## config.mk

```make
export PLATFORM = sky130hd
export DESIGN_NAME = bb3_fifo
export DESIGN_NICKNAME = d
export VERILOG_FILES = /design/src/rtl/core/bb3_pkg.sv /design/src/rtl/core/bb3_fifo.sv
export SDC_FILE = /design/constraint.sdc
export NUM_CORES = 1
export LEC_CHECK = 0
export ABC_AREA = 0
export BUFFER_PORTS_ARGS = -buffer_cell sky130_fd_sc_hd__buf_2
export CORE_UTILIZATION = 45
export CTS_CLUSTER_DIAMETER = 150
export DETAILED_ROUTE_END_ITERATION = 6
export PLACE_DENSITY = 0.73
export SKIP_CTS_REPAIR_TIMING = 1
export SLEW_MARGIN = 20
export SYNTH_ARGS = -nofsm -noshare
export SYNTH_HDL_FRONTEND = slang
export SYNTH_SLANG_ARGS = --single-unit
export TNS_END_PERCENT = 1
```

## constraint.sdc

```tcl
create_clock -name aclk -period 2.4 [get_ports aclk]
set_input_delay 0.12 -clock aclk [delete_from_list [all_inputs] [get_ports aclk]]
set_output_delay 0.12 -clock aclk [all_outputs]
set_load 0.005 [all_outputs]
```

## src/rtl/core/bb3_pkg.sv

```systemverilog
// Shared types, constants and helper functions of the 3x3 box blur.
package bb3_pkg;

    // Register, dimension and datapath widths, queue depth and default frame limits
    localparam int unsigned REG_W         = 11;
    localparam int unsigned DIM_W         = 17;
    localparam int unsigned COL_MAX_W     = 13;
    localparam int unsigned PIX_W         = 24;
    localparam int unsigned SUM_W         = 12;
    localparam int unsigned NUM_W         = 13;
    localparam int unsigned CNT_W         = 4;
    localparam int unsigned RECIP_W       = 20;
    localparam int unsigned RECIP_SHIFT   = 20;
    localparam int unsigned FIFO_DEPTH    = 4;
    localparam int unsigned MAX_WIDTH_DEF = 1024;
    localparam int unsigned MAX_HEIGHT_DEF = 1024;

    // Register indexes of the configuration port
    localparam logic [1:0] CFG_FRAME_WIDTH  = 2'd0;
    localparam logic [1:0] CFG_FRAME_HEIGHT = 2'd1;

    // Request kind on the input channel
    localparam logic KIND_PIXEL = 1'b0;
    localparam logic KIND_DRAIN = 1'b1;

    // Command kinds passed from front to back
    typedef enum logic {
        OP_WRITE,
        OP_EMIT
    } op_t;

    // One queued command
    typedef struct packed {
        op_t                    op;
        logic [1:0]             slot;
        logic [COL_MAX_W-1:0]   col;
        logic [PIX_W-1:0]       pix;
        logic                   up_ok;
        logic                   down_ok;
        logic                   left_ok;
        logic                   right_ok;
        logic                   last_run;
        logic                   last_frame;
    } entry_t;

    // Back-end sequencer states
    typedef enum logic [2:0] {
        B_IDLE,
        B_READ,
        B_LAST,
        B_DIV,
        B_OUT
    } back_state_t;

    // Line store slot arithmetic, modulo three
    function automatic logic [1:0] slot_next(input logic [1:0] s);
        return (s == 2'd2) ? 2'd0 : s + 2'd1;
    endfunction

    function automatic logic [1:0] slot_prev(input logic [1:0] s);
        return (s == 2'd0) ? 2'd2 : s - 2'd1;
    endfunction

    // ceil(2^RECIP_SHIFT / (2*cnt)): exact floor division for numerators below 2^13
    function automatic logic [RECIP_W-1:0] recip(input logic [CNT_W-1:0] cnt);
        logic [RECIP_W-1:0] m;
        unique case (cnt)
            4'd1:    m = 20'd524288;
            4'd2:    m = 20'd262144;
            4'd3:    m = 20'd174763;
            4'd4:    m = 20'd131072;
            4'd5:    m = 20'd104858;
            4'd6:    m = 20'd87382;
            4'd7:    m = 20'd74899;
            4'd8:    m = 20'd65536;
            4'd9:    m = 20'd58255;
            default: m = 20'd524288;
        endcase
        return m;
    endfunction

endpackage

```

## src/rtl/core/bb3_fifo.sv

```systemverilog
// Short command queue between the front and the back of the blur.
module bb3_fifo #(
    parameter int unsigned DEPTH = bb3_pkg::FIFO_DEPTH
) (
    input  logic            aclk,
    input  logic            aresetn,
    input  logic            push,
    input  bb3_pkg::entry_t push_data,
    output logic            full,
    input  logic            pop,
    output bb3_pkg::entry_t pop_data,
    output logic            empty
);

    localparam int unsigned PW = (DEPTH > 1) ? $clog2(DEPTH) : 1;

    bb3_pkg::entry_t store_reg [DEPTH];
    logic [PW-1:0]   wr_ptr_reg, wr_ptr_next;
    logic [PW-1:0]   rd_ptr_reg, rd_ptr_next;
    logic [PW:0]     count_reg, count_next;

    assign full     = (count_reg == (PW+1)'(DEPTH));
    assign empty    = (count_reg == '0);
    assign pop_data = store_reg[rd_ptr_reg];

    // Advance pointers and occupancy
    always_comb begin
        wr_ptr_next = wr_ptr_reg;
        rd_ptr_next = rd_ptr_reg;
        count_next  = count_reg;
        if (push && !full) begin
            wr_ptr_next = (wr_ptr_reg == PW'(DEPTH - 1)) ? '0 : wr_ptr_reg + 1'b1;
        end
        if (pop && !empty) begin
            rd_ptr_next = (rd_ptr_reg == PW'(DEPTH - 1)) ? '0 : rd_ptr_reg + 1'b1;
        end
        if ((push && !full) && !(pop && !empty)) begin
            count_next = count_reg + 1'b1;
        end else if (!(push && !full) && (pop && !empty)) begin
            count_next = count_reg - 1'b1;
        end
    end

    always_ff @(posedge aclk) begin
        if (!aresetn) begin
            wr_ptr_reg <= '0;
            rd_ptr_reg <= '0;
            count_reg  <= '0;
        end else begin
            wr_ptr_reg <= wr_ptr_next;
            rd_ptr_reg <= rd_ptr_next;
            count_reg  <= count_next;
        end
    end

    // Hold command payloads
    always_ff @(posedge aclk) begin
        if (push && !full) begin
            store_reg[wr_ptr_reg] <= push_data;
        end
    end

endmodule

```

==> impl_metrics.csv <==
group,metric,value,unit
status,outcome,"finished, final reports clean",
clock_tree,cts-root-buf,"clkbuf_16",
drt,drtIter0Drc,150,
setup_path,endpoint_kind,"flop",
pwr,ir_worst_vdd,0.000508,V
logic_synthesis,synth_top_family_by_area,"multiplexers",
logic_synthesis,synth_nets,348,
flow_run,max_cap_violations,0,
global_route,globalRouteTotalUtil,15.7,%
logic_synthesis,yosys.area_share.adder,1.32,%
logic_synthesis,ys.flop_type,"edfxtp_1",
global_route,gr-total-overflow,0,
pwr,power_switching,2.14,mW
logic_synthesis,yosysWarnings,0,
logic_synthesis,synth-xor-area-share,0.244,%
pwr,combPwrFrac,22.0,%
clock_tree,clk_path_buf_depth,2,
logic_synthesis,synth_edf_count,184,
clock_tree,cts_buffers,17,
logic_synthesis,ys_seq_area_share,79.5,%
placed_design,dp_cells,602,
drt,post_drt_wl_per_cell,17.8,um
pwr,seq_power_share,49.3,%
die,row_count,45,
logic_synthesis,synthSimpleGateAreaFrac,1.50,%
drt,num_vias,3393,
final_layout,final_area,8920,sq um
placed_design,placed_area,7940,sq um
pwr,pwr-share-clk,28.7,%
sta,slew_violations,0,
final_layout,synthToLayoutAreaGrowth,24.3,%
global_route,grt_max_degree,30,
final_layout,antennaDiodeCount,0,
placed_design,dp_hpwl,7390,um
final_layout,n_fill_cell,1167,
sta,rsz0062_at_grt,"no",
clock_tree,cts_tree,"built",
min_path,hold_path.class,"input port to flop",
setup_path,cp_slowest_stage_delay,0.39,ns
sta,tightest_slew,0.430,ns
setup_path,cp_num_buf_inv,1,
logic_synthesis,avgSynthCellArea,24.7,sq um
logic_synthesis,yosysUniqueCellTypes,26,
pwr,swShare,24.9,%
sta,hold_ws,0.0467,ns
pwr,cellPowerDensity,961,nW/um^2
drt,ant_nets,0,
sta,fin_crit,2.18,ns
pwr,intPower,6.44,mW
sta,min_period_over_period,90.9,%
setup_path,crit_fanout,5,
sta,hold_violations,0,
logic_synthesis,yosys-mux-area-fraction,15.2,%
die,dieWidth,128,um
sta,setup_viol,0,
sta,slew_headroom,71.4,%
setup_path,worst_ep_arrival_time,2.53,ns
setup_path,critPathKind,"flop to flop",
drt,drcViolationCount,0,
logic_synthesis,syn_area,7180,sq um
logic_synthesis,syn_inst,291,
clock_tree,clkLatencyLatePin,0.42,ns
global_route,grt_pass1_wl,18400,um
clock_tree,h-tree-depth,4,
placed_design,place_congestion,0.674,
sta,setup_tns,0,ns
drt,vias_per_cell,4.99,
clock_tree,clkSinkCount,193,
logic_synthesis,synth_compound_area_share,0.418,%
die,io_pins,98,
sta,fmax,459,MHz
final_layout,fin_nets,513,
logic_synthesis,synth-seq-cells,193,
die,die_h,128,um
logic_synthesis,ys_async_sr_fraction,0,%
setup_path,path_cells,"o31ai_1 > ha_1 > inv_1 > fa_1 > xor2_1 > or3_1 > a21boi_0",
drt,drt_pass1_iterations,4,
setup_path,start_kind,"flop",
sta,skew,0.00827,ns
die,core,15400,sq um
die,die_area,16500,sq um
final_layout,largest_reg_flops,184,
drt,drt_wl_total,12100,um
global_route,antenna_found_initial,0,
clock_tree,clk_pin_slew,0.07,ns
setup_path,slowest_stage,"o31ai_1",
placed_design,portBuffers,97,
pwr,power.leakage,3.07,nW
die,initial_utilization,46.7,%
setup_path,required,2.75,ns
global_route,grt_pass1_vias,3506,
final_layout,fin_cells,680,
setup_path,cpLargestDelayFamily,"adder cells",
final_layout,drive_above_1_share,39.9,%
## layer usage
layer  vias up  GRT usage, %  wire length [um]
met4         0          5.40               143
met3        14          4.67               535
met5         -             0                 0
li1       1555             -                 -
met1      1744          20.0              5290
met2        80          25.9              6110
## logic make-up after synthesis
family,after synthesis
simple gates,20
buf+inv,15
flops,193
compound gates,5
fa+ha+maj,7
xor+xnor,2
mux,49
## area by class of cell
| type | count | area (sq um) | area share, % |
|---|---|---|---|
| timing repair buffer | 158 | 1070 | 12.0 |
| tap | 211 | 264 | 2.96 |
| clock buffer | 19 | 433 | 4.85 |
| inverter | 3 | 11.3 | 0.126 |
| clock inverter | 13 | 88.8 | 0.996 |
| sequential | 193 | 5710 | 64.0 |
| multi-input combinational | 83 | 1340 | 15.1 |
## through the flow
stage | worst slack (ns) | util (%) | power, mW
floorplan | 0.106 | - | 5.51
global placement | 0.400 | 51.7 | 6.12
CTS | 0.199 | 55.1 | 8.64
detailed placement | 0.216 | 51.7 | 6.18
finish | 0.219 | 58.0 | 8.58
global route | 0.0258 | 58.0 | 8.99
## cell usage after synthesis, types with 3 or more instances
cell,count,share of area [%]
and2_1,5,0.44
mux4_2,40,13
buf_12,4,1.1
dfxtp_1,9,2.5
o21ai_0,3,0.21
edfxtp_1,184,77
nand2_1,6,0.31
buf_2,5,0.35
mux4_1,6,2.2
ha_1,6,1.0
mux2i_1,3,0.42
inv_1,3,0.16
## cell usage in the layout, fill, tap and decap left out
master and count:
xor2_1 1, dfxtp_1 7, xnor2_1 1, inv_1 3
and2_2 4, clkinvlp_4 3, mux4_2 40, nor3_1 1
edfxtp_1 184, fa_1 1, clkinv_2 3, mux4_1 6
clkbuf_1 2, clkinv_1 2, and2_1 1, dlygate4sd3_1 46
nor2_1 2, mux2i_1 3, clkinv_4 2, nand3_1 2
nor2b_1 2, a21boi_0 1, clkbuf_16 17, ha_1 6
nand2_1 6, buf_4 14, o21ai_0 3, nor3b_2 1
buf_12 1, o31ai_1 1, inv_6 3, dfxtp_2 1
buf_2 97, dfxtp_4 1, or3_1 1
## power groups by stage
stage	clock network (mW)	registers [mW]	logic, mW
finish	2.47	4.23	1.88
global route	2.66	4.26	2.07
CTS	2.52	4.23	1.89
detailed placement	0	4.31	1.88
global placement	0	4.27	1.85
floorplan	0	4.26	1.25
## final timing paths
kind                            slack, ns     startpoint       endpoint  cells past startpoint
worst min-delay path                 0.05        aresetn   count_reg[2]                      2
worst max-delay path                 0.22   count_reg[1]   count_reg[2]                      7
worst max register to register       0.22   count_reg[1]   count_reg[2]                      7
worst min register to register       0.53  wr_ptr_reg[0]  wr_ptr_reg[0]                      2
(Power assumes the default switching activity.)
