### src/rtl/core/bb3_pkg.sv
// Shared types, constants and helper functions of the 3x3 box blur.
package bb3_pkg;

    // Register, dimension and datapath widths, queue depth and default frame limits
    localparam int unsigned REG_W         = 11;
    localparam int unsigned DIM_W         = 17;
    localparam int unsigned COL_MAX_W     = 13;
    localparam int unsigned PIX_W         = 24;
    localparam int unsigned SUM_W         = 12;
    localparam int unsigned NUM_W         = 13;
    localparam int unsigned CNT_W         = 4;
    localparam int unsigned RECIP_W       = 20;
    localparam int unsigned RECIP_SHIFT   = 20;
    localparam int unsigned FIFO_DEPTH    = 4;
    localparam int unsigned MAX_WIDTH_DEF = 1024;
    localparam int unsigned MAX_HEIGHT_DEF = 1024;

    // Register indexes of the configuration port
    localparam logic [1:0] CFG_FRAME_WIDTH  = 2'd0;
    localparam logic [1:0] CFG_FRAME_HEIGHT = 2'd1;

    // Request kind on the input channel
    localparam logic KIND_PIXEL = 1'b0;
    localparam logic KIND_DRAIN = 1'b1;

    // Command kinds passed from front to back
    typedef enum logic {
        OP_WRITE,
        OP_EMIT
    } op_t;

    // One queued command
    typedef struct packed {
        op_t                    op;
        logic [1:0]             slot;
        logic [COL_MAX_W-1:0]   col;
        logic [PIX_W-1:0]       pix;
        logic                   up_ok;
        logic                   down_ok;
        logic                   left_ok;
        logic                   right_ok;
        logic                   last_run;
        logic                   last_frame;
    } entry_t;

    // Back-end sequencer states
    typedef enum logic [2:0] {
        B_IDLE,
        B_READ,
        B_LAST,
        B_DIV,
        B_OUT
    } back_state_t;

    // Line store slot arithmetic, modulo three
    function automatic logic [1:0] slot_next(input logic [1:0] s);
        return (s == 2'd2) ? 2'd0 : s + 2'd1;
    endfunction

    function automatic logic [1:0] slot_prev(input logic [1:0] s);
        return (s == 2'd0) ? 2'd2 : s - 2'd1;
    endfunction

    // ceil(2^RECIP_SHIFT / (2*cnt)): exact floor division for numerators below 2^13
    function automatic logic [RECIP_W-1:0] recip(input logic [CNT_W-1:0] cnt);
        logic [RECIP_W-1:0] m;
        unique case (cnt)
            4'd1:    m = 20'd524288;
            4'd2:    m = 20'd262144;
            4'd3:    m = 20'd174763;
            4'd4:    m = 20'd131072;
            4'd5:    m = 20'd104858;
            4'd6:    m = 20'd87382;
            4'd7:    m = 20'd74899;
            4'd8:    m = 20'd65536;
            4'd9:    m = 20'd58255;
            default: m = 20'd524288;
        endcase
        return m;
    endfunction

endpackage

### src/rtl/core/bb3_front.sv
// Front end: accepts requests, tracks raster position and queues commands.
module bb3_front #(
    parameter int unsigned MAX_WIDTH  = bb3_pkg::MAX_WIDTH_DEF,
    parameter int unsigned MAX_HEIGHT = bb3_pkg::MAX_HEIGHT_DEF
) (
    input  logic                      aclk,
    input  logic                      aresetn,
    input  logic                      s_valid,
    output logic                      s_ready,
    input  logic                      s_kind,
    input  logic [7:0]                s_in_red,
    input  logic [7:0]                s_in_green,
    input  logic [7:0]                s_in_blue,
    input  logic                      cfg_valid,
    output logic                      cfg_ready,
    input  logic [1:0]                cfg_index,
    input  logic [bb3_pkg::REG_W-1:0] cfg_data,
    output logic                      push,
    output bb3_pkg::entry_t           push_data,
    input  logic                      full
);

    localparam int unsigned CW = (MAX_WIDTH > 1) ? $clog2(MAX_WIDTH) : 1;
    localparam int unsigned RW = (MAX_HEIGHT > 1) ? $clog2(MAX_HEIGHT) : 1;
    localparam int unsigned DW = bb3_pkg::DIM_W;

    logic [bb3_pkg::REG_W-1:0] fw_reg, fh_reg;
    logic [RW-1:0]             in_row_reg, in_row_next;
    logic [CW-1:0]             in_col_reg, in_col_next;
    logic [1:0]                in_slot_reg, in_slot_next;
    logic [CW-1:0]             drain_col_reg, drain_col_next;
    logic                      draining_reg, draining_next;
    logic [1:0]                drain_slot_reg, drain_slot_next;
    bb3_pkg::entry_t           ent_reg [3];
    bb3_pkg::entry_t           ent_next [3];
    logic [1:0]                ent_cnt_reg, ent_cnt_next;
    logic [1:0]                ent_idx_reg;

    logic [DW-1:0] w_eff, h_eff, w_last, h_last;
    logic          accept, cfg_hit, row_end, row_gt0;
    logic          has_a, has_b;
    bb3_pkg::entry_t e_wr, e_a, e_b, e_dr;

    // Clamp the programmed dimensions
    always_comb begin
        if (fw_reg == '0) begin
            w_eff = DW'(1);
        end else if (DW'(fw_reg) > DW'(MAX_WIDTH)) begin
            w_eff = DW'(MAX_WIDTH);
        end else begin
            w_eff = DW'(fw_reg);
        end
        if (fh_reg == '0) begin
            h_eff = DW'(1);
        end else if (DW'(fh_reg) > DW'(MAX_HEIGHT)) begin
            h_eff = DW'(MAX_HEIGHT);
        end else begin
            h_eff = DW'(fh_reg);
        end
        w_last = w_eff - 1'b1;
        h_last = h_eff - 1'b1;
    end

    assign s_ready   = (ent_idx_reg >= ent_cnt_reg);
    assign accept    = s_valid && s_ready;
    assign cfg_ready = 1'b1;
    assign cfg_hit   = cfg_valid &&
                       (cfg_index == bb3_pkg::CFG_FRAME_WIDTH ||
                        cfg_index == bb3_pkg::CFG_FRAME_HEIGHT);
    assign push      = (ent_idx_reg < ent_cnt_reg);
    assign push_data = ent_reg[ent_idx_reg];

    assign row_end = (DW'(in_col_reg) >= w_last);
    assign row_gt0 = (in_row_reg != '0);
    assign has_a   = row_gt0 && (in_col_reg != '0);
    assign has_b   = row_gt0 && row_end;

    // Classify the request into store and result commands
    always_comb begin
        e_wr            = '0;
        e_wr.op         = bb3_pkg::OP_WRITE;
        e_wr.slot       = in_slot_reg;
        e_wr.col        = bb3_pkg::COL_MAX_W'(in_col_reg);
        e_wr.pix        = {s_in_red, s_in_green, s_in_blue};

        e_a             = '0;
        e_a.op          = bb3_pkg::OP_EMIT;
        e_a.slot        = bb3_pkg::slot_prev(in_slot_reg);
        e_a.col         = bb3_pkg::COL_MAX_W'(in_col_reg - 1'b1);
        e_a.up_ok       = (in_row_reg > RW'(1));
        e_a.down_ok     = 1'b1;
        e_a.left_ok     = (in_col_reg > CW'(1));
        e_a.right_ok    = 1'b1;
        e_a.last_run    = !row_end;

        e_b             = '0;
        e_b.op          = bb3_pkg::OP_EMIT;
        e_b.slot        = bb3_pkg::slot_prev(in_slot_reg);
        e_b.col         = bb3_pkg::COL_MAX_W'(in_col_reg);
        e_b.up_ok       = (in_row_reg > RW'(1));
        e_b.down_ok     = 1'b1;
        e_b.left_ok     = (in_col_reg != '0);
        e_b.right_ok    = 1'b0;
        e_b.last_run    = 1'b1;

        e_dr            = '0;
        e_dr.op         = bb3_pkg::OP_EMIT;
        e_dr.slot       = drain_slot_reg;
        e_dr.col        = bb3_pkg::COL_MAX_W'(drain_col_reg);
        e_dr.up_ok      = (h_eff > DW'(1));
        e_dr.down_ok    = 1'b0;
        e_dr.left_ok    = (drain_col_reg != '0);
        e_dr.right_ok   = (DW'(drain_col_reg) < w_last);
        e_dr.last_run   = 1'b1;
        e_dr.last_frame = (DW'(drain_col_reg) == w_last);
    end

    // Advance raster position and build the command list
    always_comb begin
        in_row_next     = in_row_reg;
        in_col_next     = in_col_reg;
        in_slot_next    = in_slot_reg;
        drain_col_next  = drain_col_reg;
        draining_next   = draining_reg;
        drain_slot_next = drain_slot_reg;
        ent_next[0]     = ent_reg[0];
        ent_next[1]     = ent_reg[1];
        ent_next[2]     = ent_reg[2];
        ent_cnt_next    = ent_cnt_reg;
        if (cfg_hit) begin
            in_row_next    = '0;
            in_col_next    = '0;
            in_slot_next   = '0;
            drain_col_next = '0;
            draining_next  = 1'b0;
        end else if (accept && s_kind == bb3_pkg::KIND_DRAIN) begin
            ent_next[0]  = e_dr;
            ent_cnt_next = draining_reg ? 2'd1 : 2'd0;
            if (draining_reg) begin
                if (DW'(drain_col_reg) == w_last) begin
                    drain_col_next = '0;
                    draining_next  = 1'b0;
                end else begin
                    drain_col_next = drain_col_reg + 1'b1;
                end
            end
        end else if (accept) begin
            ent_next[0]    = e_wr;
            ent_next[1]    = has_a ? e_a : e_b;
            ent_next[2]    = e_b;
            ent_cnt_next   = 2'd1 + {1'b0, has_a} + {1'b0, has_b};
            draining_next  = 1'b0;
            drain_col_next = '0;
            if (row_end) begin
                in_col_next = '0;
                if (DW'(in_row_reg) >= h_last) begin
                    in_row_next     = '0;
                    in_slot_next    = '0;
                    draining_next   = 1'b1;
                    drain_slot_next = in_slot_reg;
                end else begin
                    in_row_next  = in_row_reg + 1'b1;
                    in_slot_next = bb3_pkg::slot_next(in_slot_reg);
                end
            end else begin
                in_col_next = in_col_reg + 1'b1;
            end
        end
    end

    always_ff @(posedge aclk) begin
        if (!aresetn) begin
            fw_reg         <= bb3_pkg::REG_W'(1024);
            fh_reg         <= bb3_pkg::REG_W'(1024);
            in_row_reg     <= '0;
            in_col_reg     <= '0;
            in_slot_reg    <= '0;
            drain_col_reg  <= '0;
            draining_reg   <= 1'b0;
            drain_slot_reg <= '0;
            ent_cnt_reg    <= '0;
            ent_idx_reg    <= '0;
        end else begin
            // Latch configuration registers
            if (cfg_valid && cfg_index == bb3_pkg::CFG_FRAME_WIDTH) begin
                fw_reg <= cfg_data;
            end
            if (cfg_valid && cfg_index == bb3_pkg::CFG_FRAME_HEIGHT) begin
                fh_reg <= cfg_data;
            end
            in_row_reg     <= in_row_next;
            in_col_reg     <= in_col_next;
            in_slot_reg    <= in_slot_next;
            drain_col_reg  <= drain_col_next;
            draining_reg   <= draining_next;
            drain_slot_reg <= drain_slot_next;
            ent_cnt_reg    <= ent_cnt_next;
            // Restart the push index on accept, step it on each push
            if (accept) begin
                ent_idx_reg <= '0;
            end else if (push && !full) begin
                ent_idx_reg <= ent_idx_reg + 1'b1;
            end
        end
    end

    // Hold the pending commands
    always_ff @(posedge aclk) begin
        ent_reg[0] <= ent_next[0];
        ent_reg[1] <= ent_next[1];
        ent_reg[2] <= ent_next[2];
    end

endmodule

### config.mk
export PLATFORM = sky130hd
export DESIGN_NAME = bb3_front
export DESIGN_NICKNAME = d
export VERILOG_FILES = /design/src/rtl/core/bb3_pkg.sv /design/src/rtl/core/bb3_front.sv
export SDC_FILE = /design/constraint.sdc
export NUM_CORES = 1
export LEC_CHECK = 0
export ABC_AREA = 1
export BUFFER_PORTS_ARGS = -buffer_cell sky130_fd_sc_hd__buf_2
export CAP_MARGIN = 15
export CORE_MARGIN = 2
export CORE_UTILIZATION = 46
export DETAILED_ROUTE_END_ITERATION = 10
export GPL_ROUTABILITY_DRIVEN = 0
export HOLD_SLACK_MARGIN = 0.06
export PLACE_DENSITY_LB_ADDON = 0.25
export REMOVE_ABC_BUFFERS = 1
export SYNTH_ARGS = -nofsm -noshare
export SYNTH_HDL_FRONTEND = slang
export SYNTH_SLANG_ARGS = --single-unit
### constraint.sdc
create_clock -name aclk -period 3.3 [get_ports aclk]
set_input_delay 0.66 -clock aclk [delete_from_list [all_inputs] [get_ports aclk]]
set_output_delay 0.66 -clock aclk [all_outputs]
set_load 0.02 [all_outputs]
==> run metrics, run 1 <==
dominant cell by count in the synthesized netlist nand2_1; Peak supply drop 0.000363 V; clock share of power 0.434; R2R Path End drain_slot_reg[0]; Comb power frac 0.145; # fillers 1,514; via count 6,607; num rows 46; Sw Ratio 0.272; Hold-fix buffers, CTS 0; CP cell instances nor2_2, nand3_1, nor2_1, nand2_1, nor2_1, o21ai_2, inv_2, nor2_1, nand2_1, nor3_2, o21ai_2, xor2_1, ha_1, nand2_1, nor2_2, o211ai_1, o2111ai_1, a21oi_1, nor2_2, buf_4, nand4_1, nor2_1, nor2_1; Hold WC Path Type flop to flop; Antenna Cells 0; unique cell type count in the Yosys netlist 46; launch point of the worst reg-to-reg path fh_reg[9]; largest net degree at the start of global routing 38; P per Cell Area 483 nW/um^2; First-pass DRT Iterations 5; min cycle time layout 3080 ps; Setup Skew 9.70 ps; Setup CP Type flop to flop; Placed Cells 1,286; Syn Inst Count 994; non-filler instance count after layout 1,320; DRT Wirelength 17,900 um; status finished clean; number of CTS-inserted buffers 17; crit-path most repeated cell nor2_1; GRT Util Overall 0.207; antenna violations before repair 0; Slew Limit Fails 0; setup_tns 0 ps; Via density 5.01; R2R cell count 23; # H-tree levels 4; post-synthesis sequential area ratio 0.440; CTS tree built; fmax 324 MHz; Sw Pwr 1.18 mW; Final ANT Viol Nets 0; Ys Warns 0; startpoint type of the worst setup path flop; fin crit share 0.934; CP max stage delay 360 ps; latest clock arrival within the worst-skew pair 420 ps; internal power 3.15 mW; DRC violations left 0; storage element area 3340 um^2; Rel. slew slack 0.416; worst-margin pin slew 872 ps; 1st-iter DRT viols 470; clk sinks 132; Async SR Flop Fraction 0; Req. time, crit path 3610 ps; CP endpoint kind flop; Layout Nets 1,168; GR Overflow Total 0; final hold violation count 0; Clock Root Buffer clkbuf_16; R2R setup slack 220 ps; Worst path slowest cell dfxtp_1; Hold Path Origin fh_reg[7]; final hold slack 475 ps; PortBufs 90; area share of the largest cell type after synthesis 0.274; synthesized area 7570 um^2; Die Span Y 132 um; P_leak 4.26 nW; Seq pwr share 0.421; Power, Total 4.33 mW; max reg flops 69; Mapped Avg Cell Area 7.62 um^2; initial core utilization 0.473; synth top area cells edfxtp_1 27%, dfxtp_1 17%, nand2_1 12%; Die Width 132 um; layout cells sized above 1 0.182; Min-Delay Path Depth 2; area growth from synthesis to layout 18.5%; HPWL after DPL 13,200 um; maxcap violations 0; most used flip-flop cell after synthesis edfxtp_1; Layout Utilization 0.561; multi-input combinational cell area 3660 um^2; number of global-route vias before repair 6,073; wire length per cell 13.6 um; Worst Path Max Fanout 4; wire length of the first global-routing pass 29,400 um; die area 17,500 um^2; CTS Buffer Depth 2; critical path buffer and inverter count 2; Post-synth top cells 239 x nand2_1, 140 x nor2_1, 122 x inv_1, 69 x edfxtp_1, 63 x dfxtp_1; number of synthesized flops with an enable pin 69; dominant cell type by area after synthesis edfxtp_1; Synth Register Bits 132; clock transition at the registers of the reported paths 60 ps; Top delay family on crit path simple AND/OR/NAND/NOR gates; core area 16,000 um^2; critical path arrival 3390 ps; io pins 92; # setup viols final 0; Worst Hold End fh_reg[7]
[tightest hold or removal path: stages, from the launching register on]
cell	delay (ps)
dfxtp_1	310
inv_1	60
a21oi_1	60
[layout make-up]
| type | instances | share of cell area |
|---|---|---|
| multi-input cells | 699 | 0.408 |
| flip-flops and latches | 132 | 0.372 |
| repair buffers | 112 | 0.0700 |
| inverters | 129 | 0.0545 |
| clock buffers | 18 | 0.0489 |
| well taps | 216 | 0.0301 |
| clock inverters | 14 | 0.0166 |
[timing repair]
| item | CTS | global route |
|---|---|---|
| pin swaps | 0 | 11 |
| setup endpoints to repair | 7 | 18 |
| setup buffers | 0 | 2 |
| hold endpoints to repair | 0 | 0 |
| gates resized for setup | 1 | 28 |
[stage by stage]
stage	worst slack (ps)	instance area [um^2]
global placement	109	8300
floorplan	-329	7410
global route	-33.3	8970
CTS	29.0	8890
finish	217	8970
detailed placement	1.69	8300
[power groups by stage]
stage	sequential [mW]	clock [mW]	combinational (mW)
floorplan	1.85	0	0.413
global placement	1.86	0	0.594
detailed placement	1.86	0	0.601
CTS	1.82	1.91	0.605
global route	1.83	1.98	0.702
finish	1.82	1.88	0.629
[how the worst max path moves through the flow]
stage,from,to,slack (ps),cells after the start
final,fh_reg[9],drain_slot_reg[0],220,23
after global routing,fh_reg[9],drain_slot_reg[0],-30,23
after CTS,fh_reg[9],in_row_reg[8],30,21
after detailed placement,fh_reg[9],in_row_reg[1],2,22
after global placement,fh_reg[9],drain_slot_reg[1],110,23
after floorplan,ent_cnt_reg[1],ent_cnt_reg[0],-330,11
[cells in the final DEF (no fill, tap or decap), types with 3 or more instances in the layout]
master,synthesis,layout
nand2_1,239,238
nor2_1,140,132
inv_1,122,119
buf_2,1,90
edfxtp_1,69,69
nand3_1,61,60
dfxtp_1,63,59
o21ai_0,55,51
a21oi_1,47,47
ha_1,34,32
xor2_1,24,24
buf_4,4,21
nand4_1,19,19
clkbuf_16,0,17
nor3_1,17,16
nand2_2,9,9
nor2_2,3,8
nand2_4,6,7
inv_2,4,6
o21ai_2,3,5
xnor2_1,6,5
nor2_4,1,4
o21ai_1,2,4
o31ai_1,4,4
inv_6,0,4
dfxtp_2,0,4
nand3_2,2,3
inv_4,1,3
nor3b_1,3,3
nor4_1,3,3
o211ai_1,3,3
clkinv_2,0,3
[routing by layer]
layer  up-vias  track usage  part of all wire
met5         -            0                 0
met4         0       0.0603             0.017
met2       173        0.356              0.47
met1      2985        0.266              0.46
li1       3428            -                 -
met3        21       0.0419             0.051
[cell families (layout without fill, tap and decap cells)]
group           Yosys count  count (layout)  share of synthesized area
fa+ha+maj                34              34                     0.0562
compound gates          127             127                     0.0950
flops                   132             132                      0.440
xor+xnor                 30              30                     0.0347
simple gates            506             506                      0.287
other cells               2               2                   0.000992
buf+inv                 163             273                     0.0858
Power figures use the tool's default switching activity.
==> run 2: changes to the inputs <==
- CORE_ASPECT_RATIO: unset -> 0.7
==> run 2 against run 1 <==
  * Total power up 0.45%
  * Combinational power increased by 3%
  * First-iteration DRC count up 18%
  * Clock skew up 2.2 ps
  * Sequential share of layout area fell by 0.37 points
  * Setup slack improved by 23 ps
  * Cell count increased by 0.91%
  * Via count increased by 0.85%
  * Utilization decreased by 0.075 points
  * Clock power barely moved
  * Non-clock buffer count increased by 3
  * Critical path type unchanged
  * Largest cell class unchanged
  * Largest power group unchanged
  * Highest routed layer unchanged
==> run metrics, run 2 (same netlist as run 1, synthesis figures left out) <==
status finished clean; GRT Util Overall 0.220 (+0.0121); clock transition at the registers of the reported paths 60 ps (about the same); initial core utilization 0.467 (-0.00585); Via density 5.00 (about the same); Slew Limit Fails 0 (unchanged); Die Width 157 um (+19%); Setup CP Type flop to flop; Hold-fix buffers, CTS 0 (unchanged); DRC violations left 0 (unchanged); Worst path slowest cell nor3_1; DRT Wirelength 18,700 um (+4.0%); latest clock arrival within the worst-skew pair 430 ps (about the same); Power, Total 4.35 mW (+0.45%); critical path arrival 3380 ps (about the same); wire length per cell 14.0 um (+3.0%); Antenna Cells 0 (unchanged); Layout Nets 1,171 (+0.26%); CTS tree built; Setup WS post-layout 239 ps (+22.9 ps); fmax 327 MHz (+0.75%); core area 16,200 um^2 (+1.3%); number of CTS-inserted buffers 17 (unchanged); 1st-iter DRT viols 556 (+18%); HPWL after DPL 13,800 um (+4.6%); Req. time, crit path 3620 ps (about the same); multi-input combinational cell area 3710 um^2 (+1.5%); min cycle time layout 3060 ps (-22.9 ps); P per Cell Area 479 nW/um^2 (-0.66%); largest net degree at the start of global routing 33 (-13%); num rows 39 (-15%); CP endpoint kind flop; Hold WC Path Type flop to flop; CP max stage delay 350 ps (about the same); max reg flops 69 (unchanged); First-pass DRT Iterations 7 (+2); Worst Path Max Fanout 5 (+1); PortBufs 90 (unchanged); final hold violation count 0 (unchanged); maxcap violations 0 (unchanged); clk sinks 132 (unchanged); Placed Cells 1,297 (+0.86%); area growth from synthesis to layout 19.9%; Final ANT Viol Nets 0 (unchanged); antenna violations before repair 0 (unchanged); # H-tree levels 4 (unchanged); CP cell instances nor3_1, nand2_1, nand2_1, nand2_4, ha_4, xor2_2, ha_1, nand2_1, nor2_1, nand4_1, nor2_1, nand2_1, nand2_1, nand2_2, nand2_4, nand2_1, ha_1, o21ai_1, o21ai_1, inv_1; P_leak 4.30 nW (+0.77%); Clock Root Buffer clkbuf_16; GR Overflow Total 0 (unchanged); Peak supply drop 0.000340 V (-6.3%); commonest non-fill, non-tap cell in the layout nand2_1; fin crit share 0.927 (-0.00693); Top delay family on crit path simple AND/OR/NAND/NOR gates; worst-margin pin slew 1040 ps (+170 ps); io pins 92 (unchanged); startpoint type of the worst setup path flop; critical path buffer and inverter count 1 (-1); die area 17,500 um^2 (about the same); Setup Skew 11.9 ps (+2.21 ps); crit-path most repeated cell nand2_1; storage element area 3340 um^2 (+0.11%); number of global-route vias before repair 6,007 (-1.1%); layout cells sized above 1 0.190 (+0.00764); Die Span Y 111 um (-16%); wire length of the first global-routing pass 30,300 um (+3.2%); via count 6,663 (+0.85%); pre-CTS setup slack -72.7 ps (-74.4 ps); most frequent cells in the layout 235 x nand2_1, 130 x nor2_1, 119 x inv_1, 90 x buf_2, 69 x edfxtp_1; Rel. slew slack 0.304 (-0.112); # fillers 1,541 (+1.8%); # setup viols final 0 (unchanged); setup_tns 0 ps (unchanged); non-filler instance count after layout 1,332 (+0.91%); final hold slack 479 ps (+4.35 ps); CTS Buffer Depth 2 (unchanged)
run 2: cell type report:
cell class,instances,area share
clock buffer,17,0.0469
clock inverter,15,0.0181
inverter,129,0.0539
multi-input combinational,699,0.409
sequential,132,0.368
tap,225,0.0310
timing repair buffer,115,0.0725
run 2: worst paths after layout:
path	slack, ps	start	cells after the start	to
worst max-delay path	240	fw_reg[8]	20	ent_cnt_reg[0]
worst min-delay path	480	fh_reg[1]	2	fh_reg[1]
worst max register to register	240	fw_reg[8]	20	ent_cnt_reg[0]
worst min register to register	480	fh_reg[1]	2	fh_reg[1]
run 2: layer usage:
metal | part of all wire | up-vias | global-route usage | wire, um
met5 | 0 | - | 0 | 0
met1 | 0.50 | 3000 | 0.338 | 9350
met4 | 0.0092 | 0 | 0.0521 | 172
met2 | 0.42 | 218 | 0.317 | 7820
met3 | 0.070 | 12 | 0.0424 | 1310
li1 | - | 3433 | - | -
run 2: per-stage QoR:
step	util	instance area, um^2
3_5_place_dp	0.514	8330
6_report	0.560	9070
5_1_grt	0.560	9070
3_3_place_gp	0.514	8330
2_1_floorplan	-	7410
4_1_cts	0.551	8920
run 2: power breakdown:
group	internal [mW]	total, mW	switching (mW)
logic	0.226	0.648	0.422
registers	1.80	1.83	0.0295
clock network	1.07	1.88	0.805
run 2: what timing repair did:
action | in CTS | in global routing
buffers inserted | 0 | 3
pin swaps | 0 | 16
resized for setup | 2 | 43
setup endpoints to repair | 9 | 18
run 2: worst register-to-register path, stage by stage (launching register included):
cell,delay [ps]
dfxtp_1,320
nor3_1,350
nand2_1,100
nand2_1,110
nand2_4,60
ha_4,180
xor2_2,180
ha_1,300
nand2_1,70
nor2_1,90
nand4_1,150
nor2_1,130
nand2_1,60
nand2_1,70
nand2_2,70
nand2_4,110
nand2_1,70
ha_1,270
o21ai_1,70
o21ai_1,140
inv_1,50
==> run 3: changes to the inputs <==
- clock period: 3.3 -> 3.04 ns (I/O delays scaled with it)
==> run 3 against run 2 <==
  * The run now ends with negative setup slack left
  * Utilization increased by 4.2 points
  * Clock skew decreased by 4.6 ps
  * Maximum frequency increased by 0.35%
  * Cell area increased by 7.4%
  * Setup slack got worse by 250 ps
  * Critical endpoint is now in_row_reg[1]
==> run metrics, run 3 (same netlist as run 1, synthesis figures left out) <==
min cycle time layout 3050 ps (-10.7 ps); Worst path slowest cell dfxtp_1; Slew Limit Fails 0 (unchanged); CP endpoint kind flop; Req. time, crit path 3350 ps (-270 ps); multi-input combinational cell area 3950 um^2 (+6.3%); GR Overflow Total 0 (unchanged); core area 16,200 um^2 (unchanged); Placed Cells 1,340 (+3.3%); # setup viols final 1 (+1); non-filler instance count after layout 1,384 (+3.9%); CTS Buffer Depth 2 (unchanged); 1st-iter DRT viols 574 (+3.2%); CP cell instances inv_1, nand3_1, nor2_1, nand2_1, nor2_1, o21ai_2, inv_2, nor2_2, nand2_2, nor3_4, o21ai_2, xor2_1, ha_1, nand2_2, nor2_4, o211ai_1, o2111ai_2, a21oi_2, nor2_2, inv_2, buf_4, o21ai_2, nor2_1; Worst Path Max Fanout 4 (-1); fmax 328 MHz (+0.35%); Final ANT Viol Nets 0 (unchanged); DRC violations left 0 (unchanged); Comb power frac 0.169 (+0.020); HPWL after DPL 14,700 um (+6.1%); die area 17,500 um^2 (unchanged); Power, Total 4.89 mW (+12%); internal power 3.49 mW (+13%); Via density 5.02 (+0.39%); Clock Root Buffer clkbuf_16; Die Span Y 111 um (unchanged); area growth from synthesis to layout 28.8%; Rel. slew slack 0.358 (+0.0534); clock share of power 0.427 (-0.005); P_leak 4.59 nW (+6.9%); io pins 92 (unchanged); # H-tree levels 4 (unchanged); layout cells sized above 1 0.266 (+0.0760); Setup Skew 7.34 ps (-4.58 ps); antenna violations before repair 0 (unchanged); Sw Pwr 1.40 mW (+11%); WL met1 9850 um (+5.3%); Antenna Cells 0 (unchanged); Setup WS post-layout -9.91 ps (-249 ps); PortBufs 90 (unchanged); num rows 39 (unchanged); clk sinks 132 (unchanged); Top delay family on crit path simple AND/OR/NAND/NOR gates; Die Width 157 um (unchanged); max reg flops 69 (unchanged); P per Cell Area 502 nW/um^2 (+4.7%); # fillers 1,472 (-4.5%); critical path arrival 3360 ps (-20 ps); latest clock arrival within the worst-skew pair 420 ps (about the same); largest net degree at the start of global routing 40 (+21%); status complete, but fails checks; Sw Ratio 0.286 (-0.00256); Layout Utilization 0.602 (+0.0417); Setup CP Type flop to flop; number of global-route vias before repair 6,474 (+7.8%); DRT Wirelength 20,200 um (+8.5%); fin crit share 1.00 (+0.0758); clock transition at the registers of the reported paths 60 ps (about the same); Hold-fix buffers, CTS 0 (unchanged); failing checks negative setup slack; worst-margin pin slew 960 ps (-82.5 ps); storage element area 3350 um^2 (+0.34%); uppermost layer routed met4; wire length of the first global-routing pass 32,300 um (+6.6%); Layout Nets 1,223 (+4.4%); wire length per cell 14.6 um (+4.4%); unrepaired setup endpoints after global routing true; GRT Util Overall 0.234 (+0.0147); First-pass DRT Iterations 5 (-2); initial core utilization 0.467 (unchanged); most frequent cells in the layout 224 x nand2_1, 127 x nor2_1, 115 x inv_1, 91 x buf_2; Peak supply drop 0.000331 V (-2.7%); startpoint type of the worst setup path flop; Seq pwr share 0.404 (-0.016); CTS tree built; WL met3 1200 um (-8.6%); met2 routed wirelength 9040 um (+16%); CP max stage delay 340 ps (about the same); via count 6,950 (+4.3%); Hold WC Path Type input port to flop; critical path buffer and inverter count 4 (+3); maxcap violations 0 (unchanged); commonest non-fill, non-tap cell in the layout nand2_1; number of CTS-inserted buffers 17 (unchanged); final hold slack 434 ps (-44.8 ps); final hold violation count 0 (unchanged); setup_tns -9.91 ps (-9.91 ps)
run 3: cell count changes in the layout (fill, tap and decap cells not counted), moves of 4 or more:
cell and change:
a21oi_2 +7, inv_1 -4, nand2_2 +9, inv_2 +4
dfxtp_2 +6, ha_4 +4, dfxtp_1 -7, nand2_1 -11
a21oi_1 -7, buf_4 +47
run 3: power by group through the flow:
stage / clock [mW] / combinational (mW) / sequential, mW
2_1_floorplan: 0 / 0.448 / 2.01
3_3_place_gp: 0 / 0.705 / 2.01
3_5_place_dp: 0 / 0.716 / 2.01
4_1_cts: 2.12 / 0.729 / 1.97
5_1_grt: 2.20 / 0.914 / 1.98
6_report: 2.09 / 0.826 / 1.98
run 3: repair_timing:
item | in CTS | in global routing
resized for setup | 14 | 93
setup buffers | 1 | 10
setup endpoints to repair | 17 | 29
pin swaps | 3 | 52
cloned | 0 | 1
run 3: tightest hold or removal path: stages:
cell,delay [ps]
buf_2,90
nor2_1,40
nor2_1,80
run 3: final timing paths:
path / cells after the start / end / slack, ps / from
worst max-delay path: 23 / in_row_reg[1] / -10 / fh_reg[1]
worst max register to register: 23 / in_row_reg[1] / -10 / fh_reg[1]
worst min register to register: 2 / drain_slot_reg[1] / 510 / in_slot_reg[1]
worst min-delay path: 3 / fh_reg[6] / 430 / cfg_data[6]
run 3: layer usage:
layer,track usage,up-vias
met3,0.0490,11
met5,0,-
li1,-,3546
met1,0.349,3207
met2,0.350,186
met4,0.0552,0
run 3: area by class of cell:
type	instances	area share
clock buffer	17	0.0436
clock inverter	15	0.0180
inverter	129	0.0502
multi-input combinational	699	0.405
sequential	132	0.344
tap	225	0.0289
timing repair buffer	167	0.111
run 3: stage by stage:
step                      area, um^2  setup slack (ps)
after detailed placement        8670              -240
after global placement          8670             -21.4
final                           9750             -9.91
after floorplan                 7410              -589
after CTS                       9310             0.681
after global routing            9750              -289
